File: config.mk
export PLATFORM = sky130hd
export DESIGN_NAME = sbad_cfg_regs
export DESIGN_NICKNAME = d
export VERILOG_FILES = /design/src/rtl/core/sbad_pkg.sv /design/src/rtl/core/sbad_cfg_regs.sv
export SDC_FILE = /design/constraint.sdc
export NUM_CORES = 1
export LEC_CHECK = 0
export BUFFER_PORTS_ARGS = -buffer_cell sky130_fd_sc_hd__buf_2
export CAP_MARGIN = 0
export CORE_AREA = 2 2 224 226
export CTS_CLUSTER_SIZE = 12
export DETAILED_ROUTE_END_ITERATION = 8
export DIE_AREA = 0 0 226 228
export PLACE_DENSITY = 0.63
export REMOVE_ABC_BUFFERS = 1
export SYNTH_ARGS = -nofsm -noshare
export SYNTH_HDL_FRONTEND = slang
export SYNTH_SLANG_ARGS = --single-unit
File: constraint.sdc
create_clock -name clk -period 1.9 [get_ports clk]
set_input_delay 0.285 -clock clk [delete_from_list [all_inputs] [get_ports clk]]
set_output_delay 0.285 -clock clk [all_outputs]
set_load 0.1 [all_outputs]
File: src/rtl/core/sbad_pkg.sv
// ----------------------------------------------------------------------------
// sbad_pkg: shared types and constants for the system bus address decoder
// Route codes, access size codes, fixed decode addresses and the decision
// record that travels from the decode logic into the result stage.
// ----------------------------------------------------------------------------
`timescale 1ns / 1ps

package sbad_pkg;

    localparam int ADDR_W    = 64;
    localparam int DATA_W    = 64;
    localparam int SLOT_W    = 2;
    localparam int CFG_IDX_W = 3;
    localparam int NUM_LANES = 4;
    localparam int MAX_SLOTS = 4;

    localparam int DEF_RAM_BYTES = 524288;
    localparam int DEF_NUM_SLOTS = 4;

    localparam logic [ADDR_W-1:0] RAM_BASE       = 64'h0000_0000_fef0_0000;
    localparam logic [ADDR_W-1:0] WORD_HOLE_ADDR = 64'h0000_0000_fed3_00a4;
    localparam logic [ADDR_W-1:0] FED_MASK       = 64'h0000_0000_fff0_0000;
    localparam logic [ADDR_W-1:0] FED_MATCH      = 64'h0000_0000_fed0_0000;
    localparam logic [ADDR_W-1:0] FD_MASK        = 64'h0000_0000_ff00_0000;
    localparam logic [ADDR_W-1:0] FD_MATCH       = 64'h0000_0000_fd00_0000;

    // Low bit of a configuration index picks the end register of a slot.
    localparam int CFG_END_BIT = 0;

    typedef enum logic [1:0] {
        ROUTE_RAM    = 2'd0,
        ROUTE_HOLE   = 2'd1,
        ROUTE_DEVICE = 2'd2,
        ROUTE_FAULT  = 2'd3
    } route_t;

    typedef enum logic [1:0] {
        SIZE_BYTE   = 2'd0,
        SIZE_HALF   = 2'd1,
        SIZE_WORD   = 2'd2,
        SIZE_DOUBLE = 2'd3
    } size_t;

    typedef enum logic {
        OP_READ  = 1'b0,
        OP_WRITE = 1'b1
    } opcode_t;

    typedef struct packed {
        route_t            route;
        logic [SLOT_W-1:0] slot;
        logic              ram_hit;
        logic              is_write;
        logic [1:0]        lane0;
        size_t             size;
    } dec_t;

    // True when byte k of an access of up to a word is part of the access; false for a double.
    function automatic logic lane_used(input logic [1:0] k, input size_t size);
        logic used;
        case (size)
            SIZE_BYTE: used = (k == 2'd0);
            SIZE_HALF: used = (k <= 2'd1);
            SIZE_WORD: used = 1'b1;
            default:   used = 1'b0;
        endcase
        return used;
    endfunction

endpackage

File: src/rtl/core/sbad_cfg_regs.sv
// ----------------------------------------------------------------------------
// sbad_cfg_regs: device slot range registers
// Holds the first and last address of every device slot. Writes to slots
// that are not built in are ignored.
// ----------------------------------------------------------------------------
`timescale 1ns / 1ps

module sbad_cfg_regs
    import sbad_pkg::*;
#(
    parameter int NUM_SLOTS = DEF_NUM_SLOTS
)
(
    input  logic                 clk,
    input  logic                 rst_n,
    input  logic                 cfg_we,
    input  logic [CFG_IDX_W-1:0] cfg_index,
    input  logic [DATA_W-1:0]    cfg_data,
    output logic [ADDR_W-1:0]    slot_start [NUM_SLOTS],
    output logic [ADDR_W-1:0]    slot_end   [NUM_SLOTS]
);

    logic [ADDR_W-1:0] start_reg [NUM_SLOTS];
    logic [ADDR_W-1:0] end_reg   [NUM_SLOTS];

    for (genvar i = 0; i < NUM_SLOTS; i++) begin : g_slot
        logic hit;

        assign hit = cfg_we && (cfg_index[CFG_IDX_W-1:1] == SLOT_W'(i));

        always_ff @(posedge clk or negedge rst_n)
        begin
            if (!rst_n)
            begin
                start_reg[i] <= '1;
                end_reg[i]   <= '0;
            end
            else if (hit)
            begin
                if (cfg_index[CFG_END_BIT])
                begin
                    end_reg[i] <= cfg_data;
                end
                else
                begin
                    start_reg[i] <= cfg_data;
                end
            end
        end

        assign slot_start[i] = start_reg[i];
        assign slot_end[i]   = end_reg[i];
    end

endmodule

==> results_dict.tcl, run 1 <==
set metrics [dict create \
    status "complete, no violations" \
    fin_crit_ns 1.859 \
    hold_end "slot_start[72]$_DFFE_PN1P_" \
    fillers 4115 \
    cts_tree "yes" \
    drive_gt1_share_pct 83.70 \
    fmax_mhz 538.0 \
    hpwl_mm 36.74 \
    nets 1775 \
    first_pass_iters 4 \
    grt_start_max_net_pins 62 \
    tightest_slew_ns 0.5464 \
    rows 82 \
    yosysSeqAreaShare_pct 64.86 \
    syn-instance-count 1087 \
    r2r_start "slot_end[244]$_DFFE_PN0P_" \
    clockBufferDepth 3 \
    remaining_drc_errors 0 \
    post-cts-setup-buffer-count 0 \
    ff2ff_path_depth 1 \
    clock_skew_ns 0 \
    worstPathArrival_ns 1.57 \
    via_per_inst 4.876 \
    synth_cell_types 13 \
    postSynthAreaPerCell_sq_um 18.63 \
    core_area_sq_um 49350 \
    cp_slowest_cell "dfstp_2" \
    regArea_sq_um 13130 \
    post-route-util_pct 52.23 \
    mostFrequentLayoutCell "buf_2" \
    cts.reportedPaths.clkPinSlew_ns 0.06 \
    finalSetupViolCount 0 \
    syn2layout_area_growth_pct 27.30 \
    wl_per_cell_um 22.54 \
    grt_pass1_vias 12590 \
    critPathTopFamily "flip-flops" \
    yosysWarnings 0 \
    gp_congestion 0.7973 \
    synth_seq_cells 512 \
    startpoint_type "flop" \
    cp_cell_sequence "buf_2" \
    hold_viol_final 0 \
    critPathBufInv 1 \
    grt_busiest_layer "met2" \
    min_from "cfg_data[8]" \
    grt_use_met3_pct 5.332 \
    grt_use_met1_pct 25.88 \
    fp.dieArea_sq_um 51530 \
    cts_sinks 512 \
    die_height_um 228 \
    h-tree-depth 2 \
    layout_common_cells "buf_2, mux2_2, dfrtp_1, dfstp_2, mux2_4" \
    ant_nets 0 \
    chipWidth_um 226 \
    rsz0062_at_grt "false" \
    antenna_found_initial 1 \
    hold_class "input port to flop" \
    root_buffer "clkbuf_16" \
    timing.slew.headroom_pct 63.82 \
    holdWs_ns 0.04488 \
    drt-total-wl_mm 54.57 \
    r2r-end "slot_end[244]$_DFFE_PN0P_" \
    required_ns 1.62 \
    syn_area_sq_um 20250 \
    met2_usage_pct 35.64 \
    endpoint_kind "output pin" \
    overflow 0 \
    slowest_delay_ns 0.54 \
    ios 582 \
    grt_pass1_wl_mm 81.97 \
    dr.first_iter.drc_count 464 \
    cts_buffers 53 \
    r2r_slack_ns 1.08 \
    cp.depth 1 \
    placement.io_buffers 581 \
    vias 11810 \
    insertion_delay_ns 0.58 \
    min_path_cells 2 \
    start_util_pct 41.03 \
    post-route-period-util_pct 97.83 \
    maxCapViolCount 0 \
    slew_viol_final 0 \
    multiInputGateArea_sq_um 6561 \
    critical_path_class "flop to output pin" \
    track_usage_pct 20.98 \
    crit_path_max_fanout 2 \
]
[registers in the layout (all words and copies together) (netlist names)]
register / flops
slot_end: 256
slot_start: 256
[through the flow]
stage	instances	setup WS [ns]	instance area [sq um]	TNS, ns
after global routing	2421	0.001277	25770	0
after global placement	2320	0.2273	24020	0
final	2421	0.04124	25770	0
after floorplan	1032	-2.624	19670	-685.64
after detailed placement	2320	0.1980	24020	0
after CTS	2420	0.00007894	25750	0
[per-layer routing]
layer  part of all wire [%]  vias up
met5                      0        -
met4                    3.1        0
met3                    6.5       94
met2                     50      374
met1                     40     6228
li1                       -     5110
[worst max path at each step]
stage                           startpoint                           to  slack, ns
6_report        slot_start[70]$_DFFE_PN1P_               slot_start[70]       0.04
5_1_grt        slot_start[245]$_DFFE_PN1P_              slot_start[245]      0.001
4_1_cts        slot_start[225]$_DFFE_PN1P_              slot_start[225]    0.00008
3_5_place_dp                  cfg_index[0]  slot_start[236]$_DFFE_PN1P_       0.20
3_3_place_gp                  cfg_index[0]  slot_start[204]$_DFFE_PN1P_       0.23
2_1_floorplan                 cfg_index[1]  slot_start[192]$_DFFE_PN1P_      -2.62
[cell type report]
class                   instances  share of cell area (%)
multi-input cells             520                   25.46
well taps                     672                   3.262
repair buffers                618                   13.67
clock buffers                  90                   6.471
clock inverters                 8                  0.1796
diodes                          1                0.009709
flip-flops and latches        512                   50.95
[cell usage after synthesis]
cell / number / share of area [%]
buf_6: 3 / 0.17
nand4_2: 1 / 0.062
nand4b_1: 3 / 0.13
and4bb_1: 3 / 0.19
buf_8: 24 / 1.8
dfrtp_1: 256 / 32
mux2_1: 5 / 0.28
mux2_2: 327 / 18
mux2_4: 180 / 13
nor4b_2: 1 / 0.074
buf_4: 19 / 0.70
dfstp_2: 256 / 33
buf_2: 9 / 0.22
[kinds of logic (layout without fill, tap and decap cells)]
family	count (synthesis)	in the layout	share of synthesized area, %
mux	512	512	31.81
flops	512	512	64.86
buf+inv	55	716	2.874
simple gates	8	8	0.4511
other cells	0	1	0
[timing repair]
item,in CTS,in global routing
hold buffers,2,0
hold endpoints to repair,30,0
gates resized for setup,1,8
setup endpoints to repair,1,8
Power of run 1 is left out: the tool's default activity adds up to more than one toggle a clock period on the data nets, which glitch-free logic cannot reach.
==> inputs of run 2 (changes only) <==
--- a/config.mk
+++ b/config.mk
@@ -7,11 +7,11 @@
 export LEC_CHECK = 0
 export BUFFER_PORTS_ARGS = -buffer_cell sky130_fd_sc_hd__buf_2
 export CAP_MARGIN = 0
-export CORE_AREA = 2 2 224 226
+export CORE_AREA = 2 2 226 228
 export CTS_CLUSTER_SIZE = 12
 export DETAILED_ROUTE_END_ITERATION = 8
-export DIE_AREA = 0 0 226 228
-export PLACE_DENSITY = 0.63
+export DIE_AREA = 0 0 228 230
+export PLACE_DENSITY = 0.62
 export REMOVE_ABC_BUFFERS = 1
 export SYNTH_ARGS = -nofsm -noshare
 export SYNTH_HDL_FRONTEND = slang
==> constraint.sdc (replaced) <==
create_clock -name clk -period 1.75 [get_ports clk]
set_input_delay 0.2625 -clock clk [delete_from_list [all_inputs] [get_ports clk]]
set_output_delay 0.2625 -clock clk [all_outputs]
set_load 0.1 [all_outputs]
==> run 2 against run 1 <==
  * Core utilization increased by 1.4 points
  * Sequential share of layout area down 1.9 points
  * Cell count is 0.91% higher
  * First-iteration DRC count down 14%
  * Global-route usage about the same
  * Flip-flop and latch count is the same
  * Wire length rose by 1.8%
  * Register-to-register slack got worse by 0.12 ns
==> results_dict.tcl, run 2 (synthesis results as in run 1) <==
set metrics [dict create \
    hpwl_mm 37.65 \
    hold_viol_final 0 \
    startpoint_type "flop" \
    multiInputGateArea_sq_um 6561 \
    endpoint_kind "output pin" \
    track_usage_pct 20.94 \
    wl_per_cell_um 22.73 \
    cts_buffers 56 \
    post-route-period-util_pct 96.86 \
    critical_path_class "flop to output pin" \
    critPathBufInv 1 \
    place_inst 2323 \
    gp_congestion 0.7844 \
    clock_skew_ns 0 \
    cp_slowest_cell "dfstp_2" \
    finalSetupViolCount 0 \
    post-cts-setup-buffer-count 0 \
    timing.slew.headroom_pct 64.02 \
    drt-total-wl_mm 55.53 \
    maxCapViolCount 0 \
    via_per_inst 4.910 \
    clockBufferDepth 3 \
    slew_viol_final 0 \
    dr.first_iter.drc_count 400 \
    die_height_um 230 \
    mostFrequentLayoutCell "mux2_2" \
    status "complete, no violations" \
    fin_crit_ns 1.695 \
    cts_sinks 512 \
    syn2layout_area_growth_pct 32.18 \
    regArea_sq_um 13130 \
    fin_setup_tns_ns 0 \
    layout_common_cells "mux2_2, buf_2, buf_4" \
    antenna_cells 0 \
    overflow 0 \
    cp_cell_sequence "buf_4" \
    rows 82 \
    cts_tree "yes" \
    grt_pass1_vias 12990 \
    drive_gt1_share_pct 82.95 \
    remaining_drc_errors 0 \
    insertion_delay_ns 0.59 \
    ant_nets 0 \
    fillers 4179 \
    nets 1795 \
    antenna_found_initial 1 \
    rsz0062_at_grt "false" \
    worstPathArrival_ns 1.43 \
    chipWidth_um 228 \
    fp.dieArea_sq_um 52440 \
    h-tree-depth 2 \
    root_buffer "clkbuf_16" \
    crit_path_max_fanout 2 \
    start_util_pct 40.61 \
    cts.reportedPaths.clkPinSlew_ns 0.06 \
    hold_class "input port to flop" \
    required_ns 1.49 \
    core_area_sq_um 49860 \
    stdcell_count 2443 \
    ios 582 \
    tightest_slew_ns 0.5435 \
    vias 12000 \
    placement.io_buffers 581 \
    first_pass_iters 4 \
    fmax_mhz 589.9 \
    grt_start_max_net_pins 71 \
    slowest_delay_ns 0.54 \
    critPathTopFamily "flip-flops" \
    grt_pass1_wl_mm 84.19 \
]
[run 2: stage by stage]
| stage | util, % | area, sq um | setup WS, ns | hold slack (ns) |
|---|---|---|---|---|
| after floorplan | - | 19670 | -2.751 | -0.03309 |
| after global placement | 48.26 | 24060 | 0.1200 | 0.2212 |
| after detailed placement | 48.26 | 24060 | 0.08681 | 0.2230 |
| after CTS | 53.67 | 26760 | 0.01290 | 0.0004241 |
| after global routing | 53.67 | 26760 | 0.005701 | 0.01038 |
| final | 53.67 | 26760 | 0.05490 | 0.02757 |
[run 2: what timing repair did]
| item | 4_1_cts | 5_1_grt |
|---|---|---|
| cloned | 0 | 0 |
| endpoints found under the hold margin | 170 | 0 |
| setup endpoints to repair | 256 | 1 |
| hold buffers | 16 | 0 |
| resized for setup | 258 | 1 |
[run 2: routing by layer]
metal  GRT usage (%)  vias up  share of wire (%)
met4           7.149        2                3.2
li1                -     5153                  -
met3           5.593      105                6.1
met2           36.06      397                 51
met1           25.47     6338                 40
met5               0        -              0.023
[run 2: final cells by class]
| type | count | area share [%] |
|---|---|---|
| repair buffers | 635 | 16.21 |
| multi-input cells | 520 | 24.52 |
| flip-flops and latches | 512 | 49.07 |
| clock buffers | 93 | 6.358 |
| clock inverters | 11 | 0.7013 |
| well taps | 672 | 3.142 |
[run 2: final timing paths]
check	end	slack (ns)	from	cells past startpoint
max in group asynchronous	slot_start[119]$_DFFE_PN1P_	0.75	rst_n	3
hold / removal	slot_start[135]$_DFFE_PN1P_	0.03	cfg_data[7]	2
hold reg to reg	slot_end[11]$_DFFE_PN0P_	0.49	slot_end[11]$_DFFE_PN0P_	1
min in group asynchronous	slot_end[150]$_DFFE_PN0P_	0.21	rst_n	2
setup / recovery	slot_start[197]	0.05	slot_start[197]$_DFFE_PN1P_	1
setup reg to reg	slot_end[247]$_DFFE_PN0P_	0.96	slot_end[247]$_DFFE_PN0P_	1
Power of run 2 is left out for the same reason.
