<file path="src/rtl/core/sbad_pkg.sv">
// ----------------------------------------------------------------------------
// sbad_pkg: shared types and constants for the system bus address decoder
// Route codes, access size codes, fixed decode addresses and the decision
// record that travels from the decode logic into the result stage.
// ----------------------------------------------------------------------------
`timescale 1ns / 1ps

package sbad_pkg;

    localparam int ADDR_W    = 64;
    localparam int DATA_W    = 64;
    localparam int SLOT_W    = 2;
    localparam int CFG_IDX_W = 3;
    localparam int NUM_LANES = 4;
    localparam int MAX_SLOTS = 4;

    localparam int DEF_RAM_BYTES = 524288;
    localparam int DEF_NUM_SLOTS = 4;

    localparam logic [ADDR_W-1:0] RAM_BASE       = 64'h0000_0000_fef0_0000;
    localparam logic [ADDR_W-1:0] WORD_HOLE_ADDR = 64'h0000_0000_fed3_00a4;
    localparam logic [ADDR_W-1:0] FED_MASK       = 64'h0000_0000_fff0_0000;
    localparam logic [ADDR_W-1:0] FED_MATCH      = 64'h0000_0000_fed0_0000;
    localparam logic [ADDR_W-1:0] FD_MASK        = 64'h0000_0000_ff00_0000;
    localparam logic [ADDR_W-1:0] FD_MATCH       = 64'h0000_0000_fd00_0000;

    // Low bit of a configuration index picks the end register of a slot.
    localparam int CFG_END_BIT = 0;

    typedef enum logic [1:0] {
        ROUTE_RAM    = 2'd0,
        ROUTE_HOLE   = 2'd1,
        ROUTE_DEVICE = 2'd2,
        ROUTE_FAULT  = 2'd3
    } route_t;

    typedef enum logic [1:0] {
        SIZE_BYTE   = 2'd0,
        SIZE_HALF   = 2'd1,
        SIZE_WORD   = 2'd2,
        SIZE_DOUBLE = 2'd3
    } size_t;

    typedef enum logic {
        OP_READ  = 1'b0,
        OP_WRITE = 1'b1
    } opcode_t;

    typedef struct packed {
        route_t            route;
        logic [SLOT_W-1:0] slot;
        logic              ram_hit;
        logic              is_write;
        logic [1:0]        lane0;
        size_t             size;
    } dec_t;

    // True when byte k of an access of up to a word is part of the access; false for a double.
    function automatic logic lane_used(input logic [1:0] k, input size_t size);
        logic used;
        case (size)
            SIZE_BYTE: used = (k == 2'd0);
            SIZE_HALF: used = (k <= 2'd1);
            SIZE_WORD: used = 1'b1;
            default:   used = 1'b0;
        endcase
        return used;
    endfunction

endpackage

</file>
<file path="src/rtl/core/sbad_decode.sv">
// ----------------------------------------------------------------------------
// sbad_decode: routing decision for one access
// Checks the holes, the scratch RAM window and the device slots in priority
// order, and works out which row of each byte-lane bank the access touches.
// ----------------------------------------------------------------------------
`timescale 1ns / 1ps

module sbad_decode
    import sbad_pkg::*;
#(
    parameter int RAM_BYTES = DEF_RAM_BYTES,
    parameter int NUM_SLOTS = DEF_NUM_SLOTS,
    parameter int OFF_W     = $clog2(RAM_BYTES),
    parameter int ROW_W     = OFF_W - 2
)
(
    input  opcode_t           opcode,
    input  size_t             access_size,
    input  logic [ADDR_W-1:0] address,
    input  logic [DATA_W-1:0] write_data,
    input  logic [ADDR_W-1:0] slot_start [NUM_SLOTS],
    input  logic [ADDR_W-1:0] slot_end   [NUM_SLOTS],
    output dec_t              dec,
    output logic [ROW_W-1:0]  bank_row   [NUM_LANES],
    output logic              bank_use   [NUM_LANES],
    output logic [7:0]        bank_wdata [NUM_LANES]
);

    localparam logic [ADDR_W-1:0] RAM_LIMIT = RAM_BASE + ADDR_W'(RAM_BYTES);
    localparam logic [OFF_W:0]    RAM_SIZE  = (OFF_W+1)'(RAM_BYTES);

    logic              fd_window;
    logic              fed_window;
    logic              ram_window;
    logic              slot_found;
    logic [SLOT_W-1:0] slot_sel;
    logic [OFF_W-1:0]  off;
    logic [OFF_W-1:0]  idx_wrap [NUM_LANES];

    assign fd_window  = (address & FD_MASK) == FD_MATCH;
    assign fed_window = (address & FED_MASK) == FED_MATCH;
    assign ram_window = (address >= RAM_BASE) && (address < RAM_LIMIT);
    assign off        = address[OFF_W-1:0] - RAM_BASE[OFF_W-1:0];

    // Scan from the highest slot down so the lowest matching slot wins.
    always_comb
    begin
        slot_found = 1'b0;
        slot_sel   = '0;
        for (int i = NUM_SLOTS - 1; i >= 0; i--)
        begin
            if ((slot_start[i] <= address) && (address <= slot_end[i]))
            begin
                slot_found = 1'b1;
                slot_sel   = SLOT_W'(i);
            end
        end
    end

    always_comb
    begin
        dec          = '0;
        dec.route    = ROUTE_FAULT;
        dec.is_write = (opcode == OP_WRITE);
        dec.lane0    = off[1:0];
        dec.size     = access_size;
        if ((access_size == SIZE_WORD) && (opcode == OP_READ)
            && ((address == WORD_HOLE_ADDR) || fd_window))
        begin
            dec.route = ROUTE_HOLE;
        end
        else if ((access_size == SIZE_WORD) && (opcode == OP_WRITE) && fed_window)
        begin
            dec.route = ROUTE_HOLE;
        end
        else if ((access_size != SIZE_DOUBLE) && ram_window)
        begin
            dec.route   = ROUTE_RAM;
            dec.ram_hit = 1'b1;
        end
        else if ((opcode == OP_WRITE) && fd_window
                 && ((access_size == SIZE_HALF) || (access_size == SIZE_WORD)))
        begin
            dec.route = ROUTE_HOLE;
        end
        else if (slot_found)
        begin
            dec.route = ROUTE_DEVICE;
            dec.slot  = slot_sel;
        end
    end

    // Byte offsets of the access; a run past the end wraps to the start.
    always_comb
    begin
        logic [OFF_W:0] sum;
        for (int k = 0; k < NUM_LANES; k++)
        begin
            sum = {1'b0, off} + (OFF_W+1)'(k);
            if (sum >= RAM_SIZE)
            begin
                sum = sum - RAM_SIZE;
            end
            idx_wrap[k] = sum[OFF_W-1:0];
        end
    end

    // Banks hold bytes by offset modulo four, so each bank sees one byte at most.
    always_comb
    begin
        logic [1:0] kb;
        for (int b = 0; b < NUM_LANES; b++)
        begin
            kb            = 2'(b) - off[1:0];
            bank_row[b]   = idx_wrap[kb][OFF_W-1:2];
            bank_use[b]   = lane_used(kb, access_size);
            bank_wdata[b] = write_data[{kb, 3'b000} +: 8];
        end
    end

endmodule

</file>
<file path="config.mk">
export PLATFORM = sky130hd
export DESIGN_NAME = sbad_decode
export DESIGN_NICKNAME = d
export VERILOG_FILES = /design/src/rtl/core/sbad_pkg.sv /design/src/rtl/core/sbad_decode.sv
export SDC_FILE = /design/constraint.sdc
export NUM_CORES = 1
export LEC_CHECK = 0
export ABC_AREA = 0
export BUFFER_PORTS_ARGS = -buffer_cell sky130_fd_sc_hd__buf_2
export CELL_PAD_IN_SITES_DETAIL_PLACEMENT = 1
export CELL_PAD_IN_SITES_GLOBAL_PLACEMENT = 2
export CORE_AREA = 2 2 292 294
export DETAILED_ROUTE_END_ITERATION = 12
export DIE_AREA = 0 0 294 296
export GPL_TIMING_DRIVEN = 0
export MAX_ROUTING_LAYER = met4
export PLACE_DENSITY = 0.58
export SETUP_SLACK_MARGIN = 0.15
export SYNTH_ARGS = -nofsm -noshare
export SYNTH_HDL_FRONTEND = slang
export SYNTH_SLANG_ARGS = --single-unit
</file>
<file path="constraint.sdc">
create_clock -name vclk -period 6.4
set_clock_uncertainty 0.15 [all_clocks]
set_input_delay 1.28 -clock vclk [all_inputs]
set_output_delay 1.28 -clock vclk [all_outputs]
set_load 0.1 [all_outputs]
</file>
==> results of run 1 <==
[how the worst min path moves through the flow]
stage	slack, ns	to	start	depth (start not counted)
4_1_cts	2.98	dec[3]	address[1]	3
6_report	2.98	dec[3]	address[1]	3
3_3_place_gp	2.98	dec[0]	access_size[0]	3
3_5_place_dp	2.98	dec[0]	access_size[0]	3
2_1_floorplan	2.62	dec[0]	access_size[0]	1
5_1_grt	2.98	dec[3]	address[1]	3
[layer usage]
metal,routed length [um],vias to the layer above
met5,0,-
met4,1900,0
met3,4850,81
met2,51600,556
met1,38700,8684
li1,-,8762
[cells in the mapped netlist (all sizes together) (10+ instances only)]
cell	count	area share [%]
ha	525	45
inv	318	8.2
a21oi	228	7.8
nand2	151	3.9
nand4	105	4.5
nor2	93	2.4
nand3	72	2.5
o21ai	71	2.4
xnor2	64	3.8
nor4	41	1.9
a21o	39	2.0
mux4	32	4.9
nor3	25	0.86
a211oi	21	1.1
clkbuf	19	0.49
a221oi	13	0.78
clkinv	11	0.28
and4	10	0.60
nor2b	10	0.43
o211ai	10	0.51
[final cells by class]
type                       instances  area [sq um]
multi-input combinational       1605         13700
buffer                            28           158
timing repair buffer             746          3810
tap                             1090          1360
inverter                         329          1290
antenna                           56           140
fill                           10444         63700
[repair_timing]
item,4_1_cts,5_1_grt
buffers inserted,15,2
resized for setup,77,19
cloned,0,0
endpoints found under the setup margin,72,10
pin swaps,2,6
[critical path: stages]
cell        delay, ns
buf_2            0.20
clkbuf_4         0.28
clkinvlp_4       0.20
ha_1             0.35
a21oi_1          0.15
o21ai_0          0.11
a221oi_1         0.47
nor3b_2          0.31
o21bai_1         0.08
o32a_2           0.47
a21oi_4          0.23
nand2b_1         0.15
a21oi_4          0.18
buf_6            0.25
[through the flow]
step	power [uW]	hold WS, ns	util, %
6_report	1820	2.98	24.4
4_1_cts	1830	2.98	24.1
5_1_grt	1990	2.98	24.3
2_1_floorplan	1140	2.62	-
3_3_place_gp	1740	2.98	23.6
3_5_place_dp	1800	2.98	23.6
[logic make-up after synthesis]
group,share of synthesized area (%)
xor gates and xnor gates,3.90
AOI/OAI and AO/OA,18.0
buffers and inverters,9.31
and+or+nand+nor,18.7
muxes,5.08
adders and majority gates,45.0
[where the power goes]
group / total [uW] / switching [uW] / internal (uW)
clock network: 0.00118 / 0 / 0.00117
logic: 1820 / 1230 / 587
registers: 0 / 0 / 0
==> impl_metrics.ini, run 1 <==
[floorplanning]
die_h_um = 296
fp-row-count = 107
core_sq_um = 84200
io_pins = 757
fp.dieW_um = 294
die_area_sq_um = 87000
start_util_pct = 17.3

[routing]
post_drt_via_cell_ratio = 4.69
num_vias = 18083
ant_nets = 0
drc = 0
drt_iter0_drc = 498
dr.pass1.iters = 4
wl_um = 97000
routedWlPerCell_um = 25.2

[timing]
max_clock_freq_mhz = 162
fin_crit_ns = 6.18
worstMarginPinSlew_ns = 1.07
rsz0062_at_grt = yes
final-setup-viol-count = 0
period_share_pct = 96.6
slew_viol_final = 0
slew_headroom_pct = 28.3
hold_viol = 0
fin_tns_setup_ns = 0
worst_slack_ns = 0.216

[synth]
yosysSeqAreaShare_pct = 0
synth.avg_cell_area_sq_um = 7.44
yosysWarnings = 0
syn_area_sq_um = 14600
synth_cells = 1962
synth_nets = 3130
synth.distinct_cells = 64

[cells_and_area]
fin_nets = 3878
clkbuf_count = 0
seq_cell_count = 0
seq_area_sq_um = 0
final_common_cell = buf_2
synthToLayoutAreaGrowth_pct = 40.5
drive_gt1_share_pct = 32.6
final_area_sq_um = 20500
final_cell_count_no_fill = 3854
mostFrequentLayoutCells = buf_2 (719), ha_1 (525), inv_1 (312)

[setup_path]
cp_max_fo = 8
endpoint = dec[6]
required_ns = 4.97
cp-startpoint = address[5]
crit_arrival_ns = 4.75
criticalPathCategory = in2out
worst_setup_path_end_kind = primary output
setup.worst_path.start_class = input port

[placement]
gp_congestion = 0.919
post-dp-hpwl_um = 89000
pre_cts_ws_ns = -1.65
dp.cells = 3781
io_buffers = 725
placed_cell_area_sq_um = 19900

[global_routing]
grt_pass1_vias = 19984
grt_antenna_before_repair = 62
track_usage_pct = 21.9
use_met2_pct = 41.9
use_met1_pct = 23.6
overflow = 0
grt_busiest_layer = met2
grt_max_degree = 18
grt_pass1_wl_um = 135000
met3_usage_pct = 3.44

[pwr]
ir_drop_mv = 0.0769
leakage_uw = 0.0111
powerDensity_nw_per_um2 = 88.6

[clocking]
cts_hold_buf = 0

[run_status]
status = completed

[hold_path]
hold_path.class = in2out

[job]
max_cap_viol_count = 0
Power figures use the tool's default switching activity.
==> inputs of run 2 (changes only) <==
Settings changed: CORE_AREA 2 2 292 294 to 2 2 293 295, DIE_AREA 0 0 294 296 to 0 0 295 297, PLACE_DENSITY 0.58 to 0.6, TNS_END_PERCENT set to 10.
Clock period 6.4 ns to 5.1 ns, I/O delays scaled along.
==> run 2 against run 1 <==
The flow now finishes with violations (negative setup slack). Design area increased by 8.4%. Via count increased by 1.7%. Hold slack got worse by 0.61 ns. Global-route usage increased by 0.33 points. Total power increased by 34%. First-iteration DRC count increased by 18%. Sequential cell count unchanged. Largest cell class unchanged. Critical path depth decreased by 2. Sequential share of layout area unchanged.
==> impl_metrics.ini, run 2 (synthesized netlist as in run 1, its figures left out) <==
[setup_path]
criticalPathCategory = in2out
cpMostUsedCell = nand4_1
critPathSlowestCell = or4_4
crit_arrival_ns = 4.10
required_ns = 3.93
cp_cell_sequence = buf_2 > ha_1 > nand4_1 > nor4_4 > buf_6 > nand4_1 > or4_4 > or3_4 > a22oi_2 > nor2_2 > nor3_4 > buf_12
worst_setup_path_end_kind = primary output
setup.worst_path.start_class = input port
cp_max_fo = 5
cp_slowest_stage_delay_ns = 0.53

[timing]
worstMarginPinSlew_ns = 0.875
final-setup-viol-count = 3
whs_ns = 2.36
slew_viol_final = 0
hold_viol = 0
rsz0062_at_grt = yes
max_clock_freq_mhz = 190
period_share_pct = 103
fin_crit_ns = 5.27
slew_headroom_pct = 41.6
worst_slack_ns = -0.171

[cells_and_area]
mostFrequentLayoutCells = buf_2 (649), ha_1 (514), inv_1 (290)
seq_area_sq_um = 0
final_common_cell = buf_2
synthToLayoutAreaGrowth_pct = 52.4
drive_gt1_share_pct = 37.1
final_area_sq_um = 22200
clkbuf_count = 0
fin_nets = 3924
seq_cell_count = 0

[pwr]
leakage_uw = 0.0116
powerDensity_nw_per_um2 = 110
p_clk_share_pct = 0
seqPwrFrac_pct = 0
intPower_uw = 842
ir_drop_mv = 0.0864
sw_frac_of_total_pct = 65.4
switchingPower_uw = 1590
combPwrFrac_pct = 100.0

[job]
max_cap_viol_count = 0

[routing]
post_drt_via_cell_ratio = 4.64
dr.pass1.iters = 5
num_vias = 18390
ant_nets = 0
wl_um = 98700
routedWlPerCell_um = 24.9
drt_iter0_drc = 589
drc = 0

[global_routing]
track_usage_pct = 22.2
grt_pass1_vias = 20393
grt_antenna_before_repair = 73
grt_max_degree = 18
overflow = 0
grt_pass1_wl_um = 138000

[placement]
placed_cell_area_sq_um = 20000
post-dp-hpwl_um = 88500
gp_congestion = 0.905
io_buffers = 725

[hold_path]
hold_path.class = in2out
hold_depth = 3

[floorplanning]
fp-row-count = 107
io_pins = 757
die_area_sq_um = 87600
fp.dieW_um = 295
core_sq_um = 84500
die_h_um = 297
start_util_pct = 17.3

[clocking]
cts_hold_buf = 0

[run_status]
violations = negative setup slack
status = finished with violations
-- run 2: cell count changes in the layout (fill, tap and decap cells not counted), moves of 7 or more --
cell        change
buf_12         +11
buf_2          -70
buf_4          +79
buf_6          +14
clkbuf_4       +10
clkinvlp_4     +15
diode_2        +12
ha_1           -11
ha_4           +11
inv_1          -22
inv_2           +7
nor4_4          +8
-- run 2: repair_timing --
action	4_1_cts	5_1_grt
pin swaps	50	7
resized for setup	304	54
endpoints found under the setup margin	79	48
setup buffers	58	5
hold endpoints to repair	0	0
-- run 2: worst max-delay path: cells and delay by family --
kind | cells | cell delay [ns]
adder cells (fa/ha/maj) | 1 | 0.34
buffers and inverters | 3 | 0.53
AO/OA/AOI/OAI | 1 | 0.24
AND/OR/NAND/NOR | 7 | 1.95
-- run 2: final cells by class --
class	instances	area (sq um)
fill	10334	62200
multi-input combinational	1605	14400
timing repair buffer	792	4530
tap	1144	1430
inverter	329	1400
buffer	28	315
antenna	68	170
-- run 2: path summary, 6_finish.rpt --
path	start	end	slack, ns
max	address[51]	dec[7]	-0.17
min	address[14]	bank_row[12]	2.36
-- run 2: power groups by stage --
stage / Clock [uW] / Combinational (uW) / Sequential (uW)
after global routing: 0.00155 / 2660 / 0
after CTS: 0 / 2440 / 0
final: 0.00176 / 2440 / 0
after detailed placement: 0 / 2250 / 0
after floorplan: 0 / 1430 / 0
after global placement: 0 / 2170 / 0
-- run 2: through the flow --
step	TNS (ns)	total power (uW)	instances	setup WS, ns	utilization, %
2_1_floorplan	-0.729	1430	1962	-0.191	-
5_1_grt	-0.819	2660	3957	-0.328	26.3
3_5_place_dp	-50.50	2250	3835	-2.73	23.7
4_1_cts	-0.436	2440	3893	-0.156	25.9
6_report	-0.396	2440	3966	-0.171	26.3
3_3_place_gp	-47.13	2170	3831	-2.69	23.6
-- run 2: per-layer routing --
layer  vias up  share of wire (%)  wire length [um]  global-route usage (%)
li1       8882                  -                 -                       -
met3        94                5.7              5620                    3.79
met5         -                  0                 0                       -
met1      8865                 39             38600                    23.9
met4         0                2.2              2120                    4.83
met2       549                 53             52400                    41.9
==> inputs of run 3 (changes only) <==
Settings changed: RECOVER_POWER set to 50.
==> run 3 against run 2 <==
The flow still finishes with violations (negative setup slack). Design area is essentially flat. Die area is the same. Count of clock-buffer cells in the layout is the same. Sequential cell count is the same. Non-clock buffer count is the same. Setup slack lost 0.0054 ns. Fmax shrank 0.10%. Wire length is essentially flat. Global-route usage is the same. Hold slack lost 0.0031 ns. Via count is essentially flat. Critical endpoint unchanged.
==> impl_metrics.ini, run 3 (synthesized netlist as in run 1, its figures left out) <==
[setup_path]
criticalPathCategory = in2out
worst_setup_path_end_kind = primary output
cp_max_fo = 5
cpMostUsedCell = nand4_1
critPathSlowestCell = or4_4
cp_cell_sequence = buf_2 > ha_1 > nand4_1 > nor4_4 > buf_6 > nand4_1 > or4_4 > or3_4 > a22oi_2 > nor2_2 > nor3_4 > buf_12
crit_arrival_ns = 4.11
cp_slowest_stage_delay_ns = 0.53
setup.worst_path.start_class = input port
required_ns = 3.93

[pwr]
powerDensity_nw_per_um2 = 110
leakage_uw = 0.0115
ir_drop_mv = 0.0861

[cells_and_area]
drive_gt1_share_pct = 36.6
mostFrequentLayoutCells = buf_2 (596), ha_1 (514), inv_1 (290)
final_cell_count_no_fill = 3966
seq_area_sq_um = 0
synthToLayoutAreaGrowth_pct = 52.3
final_common_cell = buf_2
clkbuf_count = 0
seq_cell_count = 0
final_util_pct = 26.3
fin_nets = 3924

[hold_path]
hold_path.class = in2out

[routing]
drc = 0
routedWlPerCell_um = 24.9
dr.pass1.iters = 5
wl_um = 98700
drt_iter0_drc = 581
ant_nets = 0
post_drt_via_cell_ratio = 4.64
num_vias = 18405

[run_status]
status = finished with violations
violations = negative setup slack

[floorplanning]
io_pins = 757
die_area_sq_um = 87600
fp.dieW_um = 295
core_sq_um = 84500
fp-row-count = 107
die_h_um = 297
start_util_pct = 17.3

[global_routing]
grt_pass1_vias = 20393
track_usage_pct = 22.2
grt_antenna_before_repair = 73
grt_pass1_wl_um = 138000
overflow = 0
grt_max_degree = 18

[timing]
worst_slack_ns = -0.176
final-setup-viol-count = 3
period_share_pct = 103
worstMarginPinSlew_ns = 1.23
slew_viol_final = 0
slew_headroom_pct = 18.2
hold_viol = 0
max_clock_freq_mhz = 190
fin_crit_ns = 5.28
rsz0062_at_grt = yes

[placement]
dp.cells = 3835
gp_congestion = 0.905
post-dp-hpwl_um = 88500
io_buffers = 725

[job]
max_cap_viol_count = 0
run 3: worst max-delay path, delay by kind of cell:
family          cells  cell delay, ns
compound gates      1            0.24
fa+ha+maj           1            0.34
buf+inv             3            0.53
simple gates        7            1.94
run 3: final timing paths:
kind                         from      endpoint  slack [ns]  depth (start not counted)
worst max-delay path  address[51]        dec[7]       -0.18                         12
worst min-delay path  address[14]  bank_row[12]        2.36                          3
run 3: repair_timing:
| action | in CTS | in global routing |
|---|---|---|
| setup endpoints to repair | 79 | 48 |
| gates resized for setup | 304 | 54 |
| pin swaps | 50 | 7 |
| hold buffers | 0 | 0 |
| setup buffers | 58 | 5 |
run 3: metrics by stage:
stage	setup TNS (ns)	hold slack (ns)	power [uW]	setup WS [ns]	instance area (sq um)
2_1_floorplan	-0.729	2.10	1430	-0.191	14900
3_3_place_gp	-47.13	2.45	2170	-2.69	20000
3_5_place_dp	-50.50	2.45	2250	-2.73	20000
4_1_cts	-0.436	2.37	2440	-0.156	21800
5_1_grt	-0.819	2.37	2660	-0.328	22200
6_report	-0.415	2.36	2440	-0.176	22200
run 3: layout make-up:
| type | count | area (sq um) |
|---|---|---|
| Antenna cell | 68 | 170 |
| Buffer | 28 | 315 |
| Fill cell | 10337 | 62300 |
| Inverter | 329 | 1400 |
| Multi-Input combinational cell | 1605 | 14400 |
| Tap cell | 1144 | 1430 |
| Timing Repair Buffer | 792 | 4510 |
run 3: report_power, final:
group	internal (uW)	total (uW)	switching, uW
combinational	839	2440	1600
clock	0.00176	0.00176	0
sequential	0	0	0
run 3: per-layer routing:
metal  GRT usage, %  vias to the layer above  routed length, um
met4           4.83                        0               2140
met5              -                        -                  0
met3           3.79                      100               5500
li1               -                     8886                  -
met1           23.9                     8861              38700
met2           41.9                      558              52400
